File: src/hdl/tslf_pkg.sv
// ============================================================================
// tslf_pkg
// Shared types and constants of the text stream line filter.
// ============================================================================
`timescale 1ns / 1ps

package tslf_pkg;

    // Default number of decimal places in a line number.
    localparam int NUMBER_DIGITS_DEF = 6;

    // Entries in the queue between the classifier and the expander.
    localparam int QUEUE_DEPTH = 2;

    // Longest printed form of one byte, excluding the line number ("M-^X").
    localparam int BODY_MAX = 4;

    localparam int CFG_INDEX_W = 3;
    localparam int CFG_DATA_W  = 8;

    typedef enum logic [CFG_INDEX_W-1:0] {
        CFG_NUMBER_ALL_LINES     = 3'd0,
        CFG_NUMBER_NONBLANK_ONLY = 3'd1,
        CFG_SQUEEZE_BLANK_RUNS   = 3'd2,
        CFG_MARK_LINE_ENDS       = 3'd3,
        CFG_MARK_TABS            = 3'd4,
        CFG_SHOW_NONPRINTING     = 3'd5
    } cfg_index_t;

    localparam logic [7:0] CH_TAB    = 8'h09;
    localparam logic [7:0] CH_NL     = 8'h0A;
    localparam logic [7:0] CH_SPACE  = 8'h20;
    localparam logic [7:0] CH_DOLLAR = 8'h24;
    localparam logic [7:0] CH_DASH   = 8'h2D;
    localparam logic [7:0] CH_ZERO   = 8'h30;
    localparam logic [7:0] CH_QMARK  = 8'h3F;
    localparam logic [7:0] CH_I      = 8'h49;
    localparam logic [7:0] CH_M      = 8'h4D;
    localparam logic [7:0] CH_CARET  = 8'h5E;
    localparam logic [6:0] CH_DEL7   = 7'h7F;

    typedef struct packed {
        logic number_all_lines;
        logic number_nonblank_only;
        logic squeeze_blank_runs;
        logic mark_line_ends;
        logic mark_tabs;
        logic show_nonprinting;
    } cfg_t;

    typedef struct packed {
        logic [7:0] in_byte;
        logic       first_of_file;
    } in_item_t;

    typedef struct packed {
        logic [7:0] out_byte;
        logic       last_of_run;
    } out_item_t;

    // Classified byte: optional number prefix plus 1..4 printed characters.
    typedef struct packed {
        logic                     has_num;
        logic [1:0]               len_m1;
        logic [BODY_MAX-1:0][7:0] chars;
    } body_t;

endpackage

File: src/hdl/tslf_front.sv
// ============================================================================
// tslf_front
// Classifier: tracks line state, decides numbering and the printed form.
// ============================================================================
`timescale 1ns / 1ps

module tslf_front #(
    parameter int NUMBER_DIGITS = tslf_pkg::NUMBER_DIGITS_DEF
) (
    input  logic                         clk,
    input  logic                         rst_n,
    input  tslf_pkg::cfg_t               cfg,
    input  logic                         in_valid,
    output logic                         in_ready,
    input  tslf_pkg::in_item_t           in_item,
    input  logic                         queue_full,
    output logic                         push,
    output tslf_pkg::body_t              push_body,
    output logic [4*NUMBER_DIGITS-1:0]   push_bcd
);
    import tslf_pkg::*;

    localparam int BCD_W = 4 * NUMBER_DIGITS;

    logic [7:0]       prev_reg,  prev_next;
    logic [1:0]       run_reg,   run_next;
    logic [BCD_W-1:0] bcd_reg,   bcd_next;

    logic [7:0]       c;
    logic             is_nl;
    logic             is_tab;
    logic [7:0]       prev_cur;
    logic [1:0]       run_cur;
    logic [BCD_W-1:0] bcd_cur;
    logic             num_first;
    logic             num_line;
    logic             has_num;
    logic             skip;
    logic             accept;
    logic [6:0]       low;
    logic [1:0]       tail_len_m1;
    logic [1:0][7:0]  tail;
    body_t            body;

    // Saturating BCD increment.
    function automatic logic [BCD_W-1:0] bcd_bump(input logic [BCD_W-1:0] v);
        logic [BCD_W-1:0] r;
        logic             carry;
        logic             all_nines;
        logic [3:0]       d;
        r         = v;
        carry     = 1'b1;
        all_nines = 1'b1;
        for (int i = 0; i < NUMBER_DIGITS; i++)
        begin
            if (v[4*i +: 4] != 4'd9)
            begin
                all_nines = 1'b0;
            end
        end
        for (int i = 0; i < NUMBER_DIGITS; i++)
        begin
            d = v[4*i +: 4];
            if (carry && !all_nines)
            begin
                if (d == 4'd9)
                begin
                    r[4*i +: 4] = 4'd0;
                end
                else
                begin
                    r[4*i +: 4] = d + 4'd1;
                    carry       = 1'b0;
                end
            end
        end
        return r;
    endfunction

    assign c        = in_item.in_byte;
    assign is_nl    = (c == CH_NL);
    assign is_tab   = (c == CH_TAB);
    assign in_ready = !queue_full;
    assign accept   = in_valid && !queue_full;

    // File start restores the reset state before this byte is handled.
    assign prev_cur = in_item.first_of_file ? CH_SPACE : prev_reg;
    assign run_cur  = in_item.first_of_file ? 2'd0 : run_reg;
    assign bcd_cur  = in_item.first_of_file ? BCD_W'(1) : bcd_reg;

    always_comb
    begin
        if (is_nl)
        begin
            run_next = (run_cur == 2'd3) ? 2'd3 : run_cur + 2'd1;
        end
        else
        begin
            run_next = 2'd0;
        end
    end

    assign skip = cfg.squeeze_blank_runs && (run_next == 2'd3);

    assign num_first = in_item.first_of_file &&
                       ((cfg.number_all_lines && !cfg.number_nonblank_only) ||
                        (cfg.number_nonblank_only && !is_nl));
    assign num_line  = !skip && (prev_cur == CH_NL) &&
                       (cfg.number_nonblank_only ? (run_next <= 2'd1)
                                                 : cfg.number_all_lines);
    assign has_num   = num_first || num_line;

    assign prev_next = c;
    assign bcd_next  = has_num ? bcd_bump(bcd_cur) : bcd_cur;

    // Caret notation of the low seven bits.
    assign low = c[6:0];
    always_comb
    begin
        tail = '0;
        if (low == CH_DEL7)
        begin
            tail_len_m1 = 2'd1;
            tail[0]     = CH_CARET;
            tail[1]     = CH_QMARK;
        end
        else if (low >= 7'h20)
        begin
            tail_len_m1 = 2'd0;
            tail[0]     = {1'b0, low};
        end
        else if (!c[7] && (is_tab || is_nl))
        begin
            tail_len_m1 = 2'd0;
            tail[0]     = c;
        end
        else
        begin
            tail_len_m1 = 2'd1;
            tail[0]     = CH_CARET;
            tail[1]     = {1'b0, low} + 8'h40;
        end
    end

    always_comb
    begin
        body         = '0;
        body.has_num = has_num;
        if (is_nl && cfg.mark_line_ends)
        begin
            body.len_m1   = 2'd1;
            body.chars[0] = CH_DOLLAR;
            body.chars[1] = CH_NL;
        end
        else if (is_tab && cfg.mark_tabs)
        begin
            body.len_m1   = 2'd1;
            body.chars[0] = CH_CARET;
            body.chars[1] = CH_I;
        end
        else if (!cfg.show_nonprinting)
        begin
            body.len_m1   = 2'd0;
            body.chars[0] = c;
        end
        else if (c[7])
        begin
            body.len_m1   = tail_len_m1 + 2'd2;
            body.chars[0] = CH_M;
            body.chars[1] = CH_DASH;
            body.chars[2] = tail[0];
            body.chars[3] = tail[1];
        end
        else
        begin
            body.len_m1   = tail_len_m1;
            body.chars[0] = tail[0];
            body.chars[1] = tail[1];
        end
    end

    // A squeezed newline leaves nothing to print.
    assign push      = accept && !skip;
    assign push_body = body;
    assign push_bcd  = bcd_cur;

    always_ff @(posedge clk or negedge rst_n)
    begin
        if (!rst_n)
        begin
            prev_reg <= CH_SPACE;
            run_reg  <= 2'd0;
            bcd_reg  <= BCD_W'(1);
        end
        else if (accept)
        begin
            prev_reg <= prev_next;
            run_reg  <= run_next;
            bcd_reg  <= bcd_next;
        end
    end

endmodule

File: src/hdl/tslf_queue.sv
// ============================================================================
// tslf_queue
// Small FIFO between the classifier and the expander.
// ============================================================================
`timescale 1ns / 1ps

module tslf_queue #(
    parameter int WIDTH = 8
) (
    input  logic             clk,
    input  logic             rst_n,
    input  logic             push,
    input  logic [WIDTH-1:0] push_data,
    output logic             full,
    input  logic             pop,
    output logic             not_empty,
    output logic [WIDTH-1:0] head_data
);
    import tslf_pkg::*;

    localparam int PTR_W = (QUEUE_DEPTH > 1) ? $clog2(QUEUE_DEPTH) : 1;
    localparam int CNT_W = $clog2(QUEUE_DEPTH + 1);

    logic [WIDTH-1:0] slot_reg [QUEUE_DEPTH];
    logic [PTR_W-1:0] wr_ptr_reg, wr_ptr_next;
    logic [PTR_W-1:0] rd_ptr_reg, rd_ptr_next;
    logic [CNT_W-1:0] count_reg,  count_next;
    logic             do_push;
    logic             do_pop;

    assign full      = (count_reg == CNT_W'(QUEUE_DEPTH));
    assign not_empty = (count_reg != '0);
    assign head_data = slot_reg[rd_ptr_reg];
    assign do_push   = push && !full;
    assign do_pop    = pop && not_empty;

    always_comb
    begin
        wr_ptr_next = wr_ptr_reg;
        rd_ptr_next = rd_ptr_reg;
        count_next  = count_reg;
        if (do_push)
        begin
            wr_ptr_next = (wr_ptr_reg == PTR_W'(QUEUE_DEPTH - 1)) ? '0 : wr_ptr_reg + 1'b1;
        end
        if (do_pop)
        begin
            rd_ptr_next = (rd_ptr_reg == PTR_W'(QUEUE_DEPTH - 1)) ? '0 : rd_ptr_reg + 1'b1;
        end
        if (do_push && !do_pop)
        begin
            count_next = count_reg + 1'b1;
        end
        else if (do_pop && !do_push)
        begin
            count_next = count_reg - 1'b1;
        end
    end

    always_ff @(posedge clk or negedge rst_n)
    begin
        if (!rst_n)
        begin
            wr_ptr_reg <= '0;
            rd_ptr_reg <= '0;
            count_reg  <= '0;
        end
        else
        begin
            wr_ptr_reg <= wr_ptr_next;
            rd_ptr_reg <= rd_ptr_next;
            count_reg  <= count_next;
        end
    end

    always_ff @(posedge clk)
    begin
        if (do_push)
        begin
            slot_reg[wr_ptr_reg] <= push_data;
        end
    end

endmodule

File: src/hdl/tslf_back.sv
// ============================================================================
// tslf_back
// Expander: spells out one queued entry a character per cycle unless stalled.
// ============================================================================
`timescale 1ns / 1ps

module tslf_back #(
    parameter int NUMBER_DIGITS = tslf_pkg::NUMBER_DIGITS_DEF
) (
    input  logic                       clk,
    input  logic                       rst_n,
    input  logic                       entry_valid,
    input  tslf_pkg::body_t            entry_body,
    input  logic [4*NUMBER_DIGITS-1:0] entry_bcd,
    output logic                       entry_pop,
    output logic                       out_valid,
    input  logic                       out_ready,
    output tslf_pkg::out_item_t        out_item
);
    import tslf_pkg::*;

    localparam int DIG_W = (NUMBER_DIGITS > 1) ? $clog2(NUMBER_DIGITS) : 1;

    typedef enum logic [2:0] {
        PH_DIGIT = 3'b001,
        PH_TAB   = 3'b010,
        PH_BODY  = 3'b100
    } phase_t;

    phase_t     phase_reg,     phase_next;
    logic [DIG_W-1:0] digit_idx_reg, digit_idx_next;
    logic [1:0] body_idx_reg,  body_idx_next;
    logic       started_reg,   started_next;
    logic       in_entry_reg;
    logic       out_valid_reg;
    out_item_t  out_item_reg;

    phase_t     cur_phase;
    logic [DIG_W-1:0] cur_digit_idx;
    logic [1:0] cur_body_idx;
    logic       cur_started;
    logic [3:0] digit;
    logic [7:0] char_byte;
    logic       char_last;
    logic       advance;

    assign cur_phase     = in_entry_reg ? phase_reg
                                        : (entry_body.has_num ? PH_DIGIT : PH_BODY);
    assign cur_digit_idx = in_entry_reg ? digit_idx_reg : DIG_W'(NUMBER_DIGITS - 1);
    assign cur_body_idx  = in_entry_reg ? body_idx_reg : 2'd0;
    assign cur_started   = in_entry_reg && started_reg;
    assign digit         = entry_bcd[{cur_digit_idx, 2'b00} +: 4];

    always_comb
    begin
        char_byte      = CH_SPACE;
        char_last      = 1'b0;
        phase_next     = cur_phase;
        digit_idx_next = cur_digit_idx;
        body_idx_next  = cur_body_idx;
        started_next   = cur_started;
        case (cur_phase)
            PH_DIGIT:
            begin
                // Leading zeros print as spaces; the units digit always prints.
                started_next   = cur_started || (digit != 4'd0) || (cur_digit_idx == '0);
                char_byte      = started_next ? CH_ZERO + {4'h0, digit} : CH_SPACE;
                digit_idx_next = cur_digit_idx - 1'b1;
                if (cur_digit_idx == '0)
                begin
                    phase_next = PH_TAB;
                end
            end
            PH_TAB:
            begin
                char_byte     = CH_TAB;
                phase_next    = PH_BODY;
                body_idx_next = 2'd0;
            end
            PH_BODY:
            begin
                char_byte     = entry_body.chars[cur_body_idx];
                char_last     = (cur_body_idx == entry_body.len_m1);
                body_idx_next = cur_body_idx + 2'd1;
            end
            default:
            begin
                char_byte = CH_SPACE;
            end
        endcase
    end

    assign advance   = entry_valid && (!out_valid_reg || out_ready);
    assign entry_pop = advance && char_last;
    assign out_valid = out_valid_reg;
    assign out_item  = out_item_reg;

    always_ff @(posedge clk or negedge rst_n)
    begin
        if (!rst_n)
        begin
            out_valid_reg <= 1'b0;
            in_entry_reg  <= 1'b0;
            phase_reg     <= PH_BODY;
            digit_idx_reg <= '0;
            body_idx_reg  <= 2'd0;
            started_reg   <= 1'b0;
        end
        else if (advance)
        begin
            out_valid_reg <= 1'b1;
            in_entry_reg  <= !char_last;
            phase_reg     <= phase_next;
            digit_idx_reg <= digit_idx_next;
            body_idx_reg  <= body_idx_next;
            started_reg   <= started_next;
        end
        else if (out_ready)
        begin
            out_valid_reg <= 1'b0;
        end
    end

    always_ff @(posedge clk)
    begin
        if (advance)
        begin
            out_item_reg.out_byte    <= char_byte;
            out_item_reg.last_of_run <= char_last;
        end
    end

endmodule

File: src/hdl/text_stream_line_filter.sv
// ============================================================================
// text_stream_line_filter
// Cat-style text filter. Takes one file byte per request and returns the
// characters a cat-style filter prints for it: an optional right-justified
// line number of NUMBER_DIGITS places plus a tab, then the byte itself or its
// visible form ($ before newline, ^I for tab, ^X / ^? / M- notation). A
// request with first_of_file set restarts line state. The front end takes one
// byte per cycle while its two-entry queue has room; the back end emits one
// character per cycle while the receiver accepts them; a byte prints 1 to
// NUMBER_DIGITS + 5 characters. A squeezed newline prints nothing. Sustained
// rate is one byte per cycle when each byte prints one character and the
// receiver does not stall; the single-character output register sets the
// rate otherwise. last_of_run marks the final character for a byte.
// Configuration writes are taken every cycle and should be made while idle.
// ============================================================================
`timescale 1ns / 1ps

module text_stream_line_filter #(
    parameter int NUMBER_DIGITS = tslf_pkg::NUMBER_DIGITS_DEF
) (
    input  logic                                clk,
    input  logic                                rst_n,
    // Configuration write channel
    input  logic                                cfg_valid,
    output logic                                cfg_ready,
    input  logic [tslf_pkg::CFG_INDEX_W-1:0]    cfg_index,
    input  logic [tslf_pkg::CFG_DATA_W-1:0]     cfg_data,
    // Input byte requests
    input  logic                                in_valid,
    output logic                                in_ready,
    input  tslf_pkg::in_item_t                  in_item,
    // Printed characters
    output logic                                out_valid,
    input  logic                                out_ready,
    output tslf_pkg::out_item_t                 out_item
);
    import tslf_pkg::*;

    localparam int BCD_W   = 4 * NUMBER_DIGITS;
    localparam int ENTRY_W = $bits(body_t) + BCD_W;

    // Mode bits; only bit 0 of the write data counts.
    cfg_t cfg_reg;

    // Classifier to queue
    logic             push;
    body_t            push_body;
    logic [BCD_W-1:0] push_bcd;
    logic             queue_full;

    // Queue to expander
    logic               head_valid;
    logic [ENTRY_W-1:0] head_data;
    logic               head_pop;
    body_t              head_body;
    logic [BCD_W-1:0]   head_bcd;

    assign cfg_ready = 1'b1;

    always_ff @(posedge clk or negedge rst_n)
    begin
        if (!rst_n)
        begin
            cfg_reg <= '0;
        end
        else if (cfg_valid)
        begin
            case (cfg_index)
                CFG_NUMBER_ALL_LINES:     cfg_reg.number_all_lines     <= cfg_data[0];
                CFG_NUMBER_NONBLANK_ONLY: cfg_reg.number_nonblank_only <= cfg_data[0];
                CFG_SQUEEZE_BLANK_RUNS:   cfg_reg.squeeze_blank_runs   <= cfg_data[0];
                CFG_MARK_LINE_ENDS:       cfg_reg.mark_line_ends       <= cfg_data[0];
                CFG_MARK_TABS:            cfg_reg.mark_tabs            <= cfg_data[0];
                CFG_SHOW_NONPRINTING:     cfg_reg.show_nonprinting     <= cfg_data[0];
                default:                  cfg_reg <= cfg_reg;
            endcase
        end
    end

    // Front end: line state, numbering decision, printed form of the byte.
    tslf_front #(
        .NUMBER_DIGITS (NUMBER_DIGITS)
    ) u_front (
        .clk        (clk),
        .rst_n      (rst_n),
        .cfg        (cfg_reg),
        .in_valid   (in_valid),
        .in_ready   (in_ready),
        .in_item    (in_item),
        .queue_full (queue_full),
        .push       (push),
        .push_body  (push_body),
        .push_bcd   (push_bcd)
    );

    // Decouples classification from character expansion.
    tslf_queue #(
        .WIDTH (ENTRY_W)
    ) u_queue (
        .clk       (clk),
        .rst_n     (rst_n),
        .push      (push),
        .push_data ({push_body, push_bcd}),
        .full      (queue_full),
        .pop       (head_pop),
        .not_empty (head_valid),
        .head_data (head_data)
    );

    assign head_body = head_data[ENTRY_W-1:BCD_W];
    assign head_bcd  = head_data[BCD_W-1:0];

    // Back end: one printed character per cycle into the output register unless stalled.
    tslf_back #(
        .NUMBER_DIGITS (NUMBER_DIGITS)
    ) u_back (
        .clk         (clk),
        .rst_n       (rst_n),
        .entry_valid (head_valid),
        .entry_body  (head_body),
        .entry_bcd   (head_bcd),
        .entry_pop   (head_pop),
        .out_valid   (out_valid),
        .out_ready   (out_ready),
        .out_item    (out_item)
    );

endmodule

File: config.mk
export PLATFORM = sky130hd
export DESIGN_NAME = text_stream_line_filter
export DESIGN_NICKNAME = d
export VERILOG_FILES = /design/src/hdl/tslf_pkg.sv /design/src/hdl/tslf_front.sv /design/src/hdl/tslf_queue.sv /design/src/hdl/tslf_back.sv /design/src/hdl/text_stream_line_filter.sv
export SDC_FILE = /design/constraint.sdc
export NUM_CORES = 1
export LEC_CHECK = 0
export ABC_AREA = 1
export ABC_CLOCK_PERIOD_IN_PS = 4500
export BUFFER_PORTS_ARGS = -buffer_cell sky130_fd_sc_hd__buf_4
export CAP_MARGIN = 25
export CORE_AREA = 2 2 122 124
export DETAILED_ROUTE_END_ITERATION = 12
export DIE_AREA = 0 0 124 126
export PLACE_DENSITY = 0.9
export SKIP_LAST_GASP = 1
export SYNTH_ARGS = -nofsm -noshare
export SYNTH_HDL_FRONTEND = slang
export SYNTH_SLANG_ARGS = --single-unit
File: constraint.sdc
create_clock -name clk -period 4.5 [get_ports clk]
set_input_delay 0.675 -clock clk [delete_from_list [all_inputs] [get_ports clk]]
set_output_delay 0.675 -clock clk [all_outputs]
set_load 0.1 [all_outputs]
==> summary.txt <==
Logic synthesis
  • Post-Syn Area: 8750 sq um
  • Syn avg cell area: 9.53 sq um
  • Post-synth top area cell: edfxtp_1
  • Yosys warnings: 0
  • Synth cell types: 50
  • Top FF cell, synth: edfxtp_1
  • FFs w/ async S/R, synth: 30.2%
  • Register area share after synthesis: 59.4%
  • EDFF count, synth: 127
  • Register bit total from synthesis: 182
  • Top cells by area, synth: edfxtp_1, dfrtp_1, nand2_1
  • Area fraction of the dominant cell type after synthesis: 43.6%
  • Mapped Cells: 918

Drt
  • Routed wire length per instance: 16.6 um
  • Vias: 6,701
  • Iter 0 DRT Violations: 1,027
  • Post-route ant nets: 0
  • Via/cell ratio: 5.87
  • First-pass detailed-route iteration total: 6
  • DRC viols: 0
  • Final wirelength: 18,900 um

Power
  • Sw frac: 40.8%
  • P_int: 3.78 mW
  • P_leak: 3.93 nW
  • Comb pwr share: 38.3%
  • Pwr dens: 660 nW/um^2
  • Reg power frac: 39.3%
  • VDD IR max: 0.393 mV
  • Sw Pwr: 2.60 mW
  • Clk network pwr share: 22.4%

GRT
  • Initial antenna violation count: 0
  • Global-route usage over all layers: 26.0%
  • First-pass GRT wire length: 30,900 um
  • Largest net degree at the start of global routing: 60
  • Vias in the first global route: 6,319
  • Grt total ovfl: 0

Setup path
  • CP Data Required Time: 4.82 ns
  • Critical path's most frequent cell: xor2_1
  • Reg-to-Reg Start: u_back.in_entry_reg
  • Reg-to-reg critical path endpoint: u_queue.count_reg[1]
  • Critical path fanouts, max: 12
  • R2R cell count: 9
  • Setup crit end kind: flop
  • R2R setup slack: 1.68 ns
  • Max stage delay on crit path: 0.53 ns
  • Worst-path cell chain: nand2_2 -> clkinv_1 -> xor2_1 -> nor3_1 -> nand2_1 -> ha_1 -> a21oi_1 -> o21ai_0 -> xor2_1
  • Startpoint Class: flop
  • Worst setup path category: flop to flop
  • CP max-delay cell: dfrtp_1
  • Crit path arrival time: 3.13 ns

Clock network
  • H-Tree Depth: 4
  • CTS tree: yes
  • CTS Buffer Depth: 2
  • Setup Buffers After CTS: 0
  • Hold_buf cts: 0
  • Clock tree sinks: 182
  • Latest clock arrival within the worst-skew pair: 0.44 ns
  • Worst-path clk slew: 0.07 ns
  • Post_cts resized: 0
  • Clock root cell: clkbuf_16
  • CTS buffer count: 17

STA
  • Least-Margin Pin Slew: 0.841 ns
  • Final period util: 62.6%
  • Slew Limit Headroom: 43.8%
  • Minimum clock period after layout: 2.82 ns
  • Slew Viols, Final: 0
  • RSZ-0062 raised after global routing: false
  • Count of final hold-check violations: 0
  • Final setup violation count: 0
  • Post-route setup TNS: 0 ns
  • Final setup margin: 1.68 ns
  • F_max: 355 MHz
  • Worst clock skew: 0.00786 ns

Die
  • Top-Level Pins: 37
  • Starting density of the core: 61.1%
  • Die Wd: 124 um
  • Die Area: 15,600 sq um
  • Core Region: 14,300 sq um
  • Die height: 126 um
  • Row count: 44

Final layout
  • Layout Nets: 972
  • Area growth, synth to finish: 10.6%
  • Leading cell type in the layout, fill and taps excluded: nand2_1
  • Commonest non-fill, non-tap cells in the layout: nand2_1, edfxtp_1, nor2_1
  • # diodes: 0
  • Final non-filler cell area: 9670 sq um
  • Largest register FFs: 118
  • Fin cells: 1,141
  • Layout cells sized above 1: 11.4%
  • Final core occ: 67.6%

Place
  • Buffers on Ports: 28
  • Place WS: 1.46 ns
  • Detailed Place HPWL: 12,000 um
  • Cells after DPL: 1,109
  • RD Place Congestion: 0.860
  • Area after DPL: 9110 sq um

Worst hold path
  • Min-Delay Path Class: input pin to asynchronous set/reset pin

Run status
  • Status: complete, no violations

Run
  • Max cap viols: 0
cells by family after synthesis:
kind of cell / count (synthesis) / synth area share, %
xor gates and xnor gates: 18 / 1.80
DFF: 182 / 59.4
AOI/OAI and AO/OA: 159 / 10.7
and+or+nand+nor: 436 / 21.6
adders and majority gates: 3 / 0.429
buffers and inverters: 118 / 6.08
other: 2 / 0.0858
synth_stat cells (3+ instances only):
master / number
a21oi_2: 3
xnor2_1: 8
inv_1: 79
o211ai_1: 5
buf_1: 3
nor2_1: 107
ha_1: 3
buf_2: 9
edfxtp_1: 127
dfrtp_1: 52
o21ai_0: 68
clkbuf_1: 15
xor2_1: 10
dfstp_2: 3
a32o_1: 14
nand3_1: 40
nand4_1: 3
nor2_4: 6
clkbuf_8: 4
o22ai_1: 7
nand2_4: 4
nor2_2: 6
a21oi_1: 45
nand3_2: 3
nand2_1: 244
nor3_1: 10
nand2_2: 5
a31oi_1: 6
worst max-delay path by stage:
stage / start / end / slack [ns] / depth (start not counted)
after floorplan: u_queue.count_reg[0] / u_queue.slot_reg[1][0] / 0.85 / 6
after CTS: u_queue.rd_ptr_reg / u_queue.count_reg[1] / 1.71 / 11
after global placement: in_item[0] / u_queue.slot_reg[1][31] / 1.53 / 9
final: u_back.in_entry_reg / u_queue.count_reg[1] / 1.68 / 9
after detailed placement: in_item[0] / u_queue.slot_reg[1][31] / 1.46 / 9
after global routing: u_queue.rd_ptr_reg / u_queue.count_reg[1] / 1.49 / 11
stage by stage:
step,hold slack (ns),power (mW)
floorplan,0.379,4.31
global placement,0.462,4.81
detailed placement,0.467,4.91
CTS,0.316,6.36
global route,0.351,6.73
finish,0.294,6.39
routing by layer:
| layer | global-route usage [%] | vias up | part of all wire [%] |
|---|---|---|---|
| met5 | 0 | - | 0 |
| met4 | 9.45 | 0 | 2.2 |
| met3 | 5.75 | 48 | 10 |
| met2 | 39.8 | 389 | 48 |
| met1 | 36.9 | 3127 | 40 |
| li1 | - | 3137 | - |
power by group through the flow:
stage,clock (mW),sequential (mW),combinational (mW)
floorplan,0,2.84,1.48
global placement,0,2.51,2.30
detailed placement,0,2.54,2.38
CTS,1.44,2.51,2.42
global route,1.51,2.55,2.67
finish,1.43,2.51,2.44
layout make-up:
class,count,area (sq um)
Clock buffer,17,425
Clock inverter,15,141
Sequential cell,182,5190
Inverter,84,325
Tap cell,184,230
Multi-Input combinational cell,623,3060
Fill cell,981,4640
Timing Repair Buffer,36,295
critical path: cells and delay by family (launching register included):
| kind | cells | cell delay [ns] |
|---|---|---|
| flip-flops | 1 | 0.53 |
| buffers and inverters | 1 | 0.37 |
| adder cells (fa/ha/maj) | 1 | 0.37 |
| XOR/XNOR | 2 | 0.44 |
| AND/OR/NAND/NOR | 3 | 0.69 |
| AO/OA/AOI/OAI | 2 | 0.29 |
Note: power is estimated with default switching activity, not from simulation.
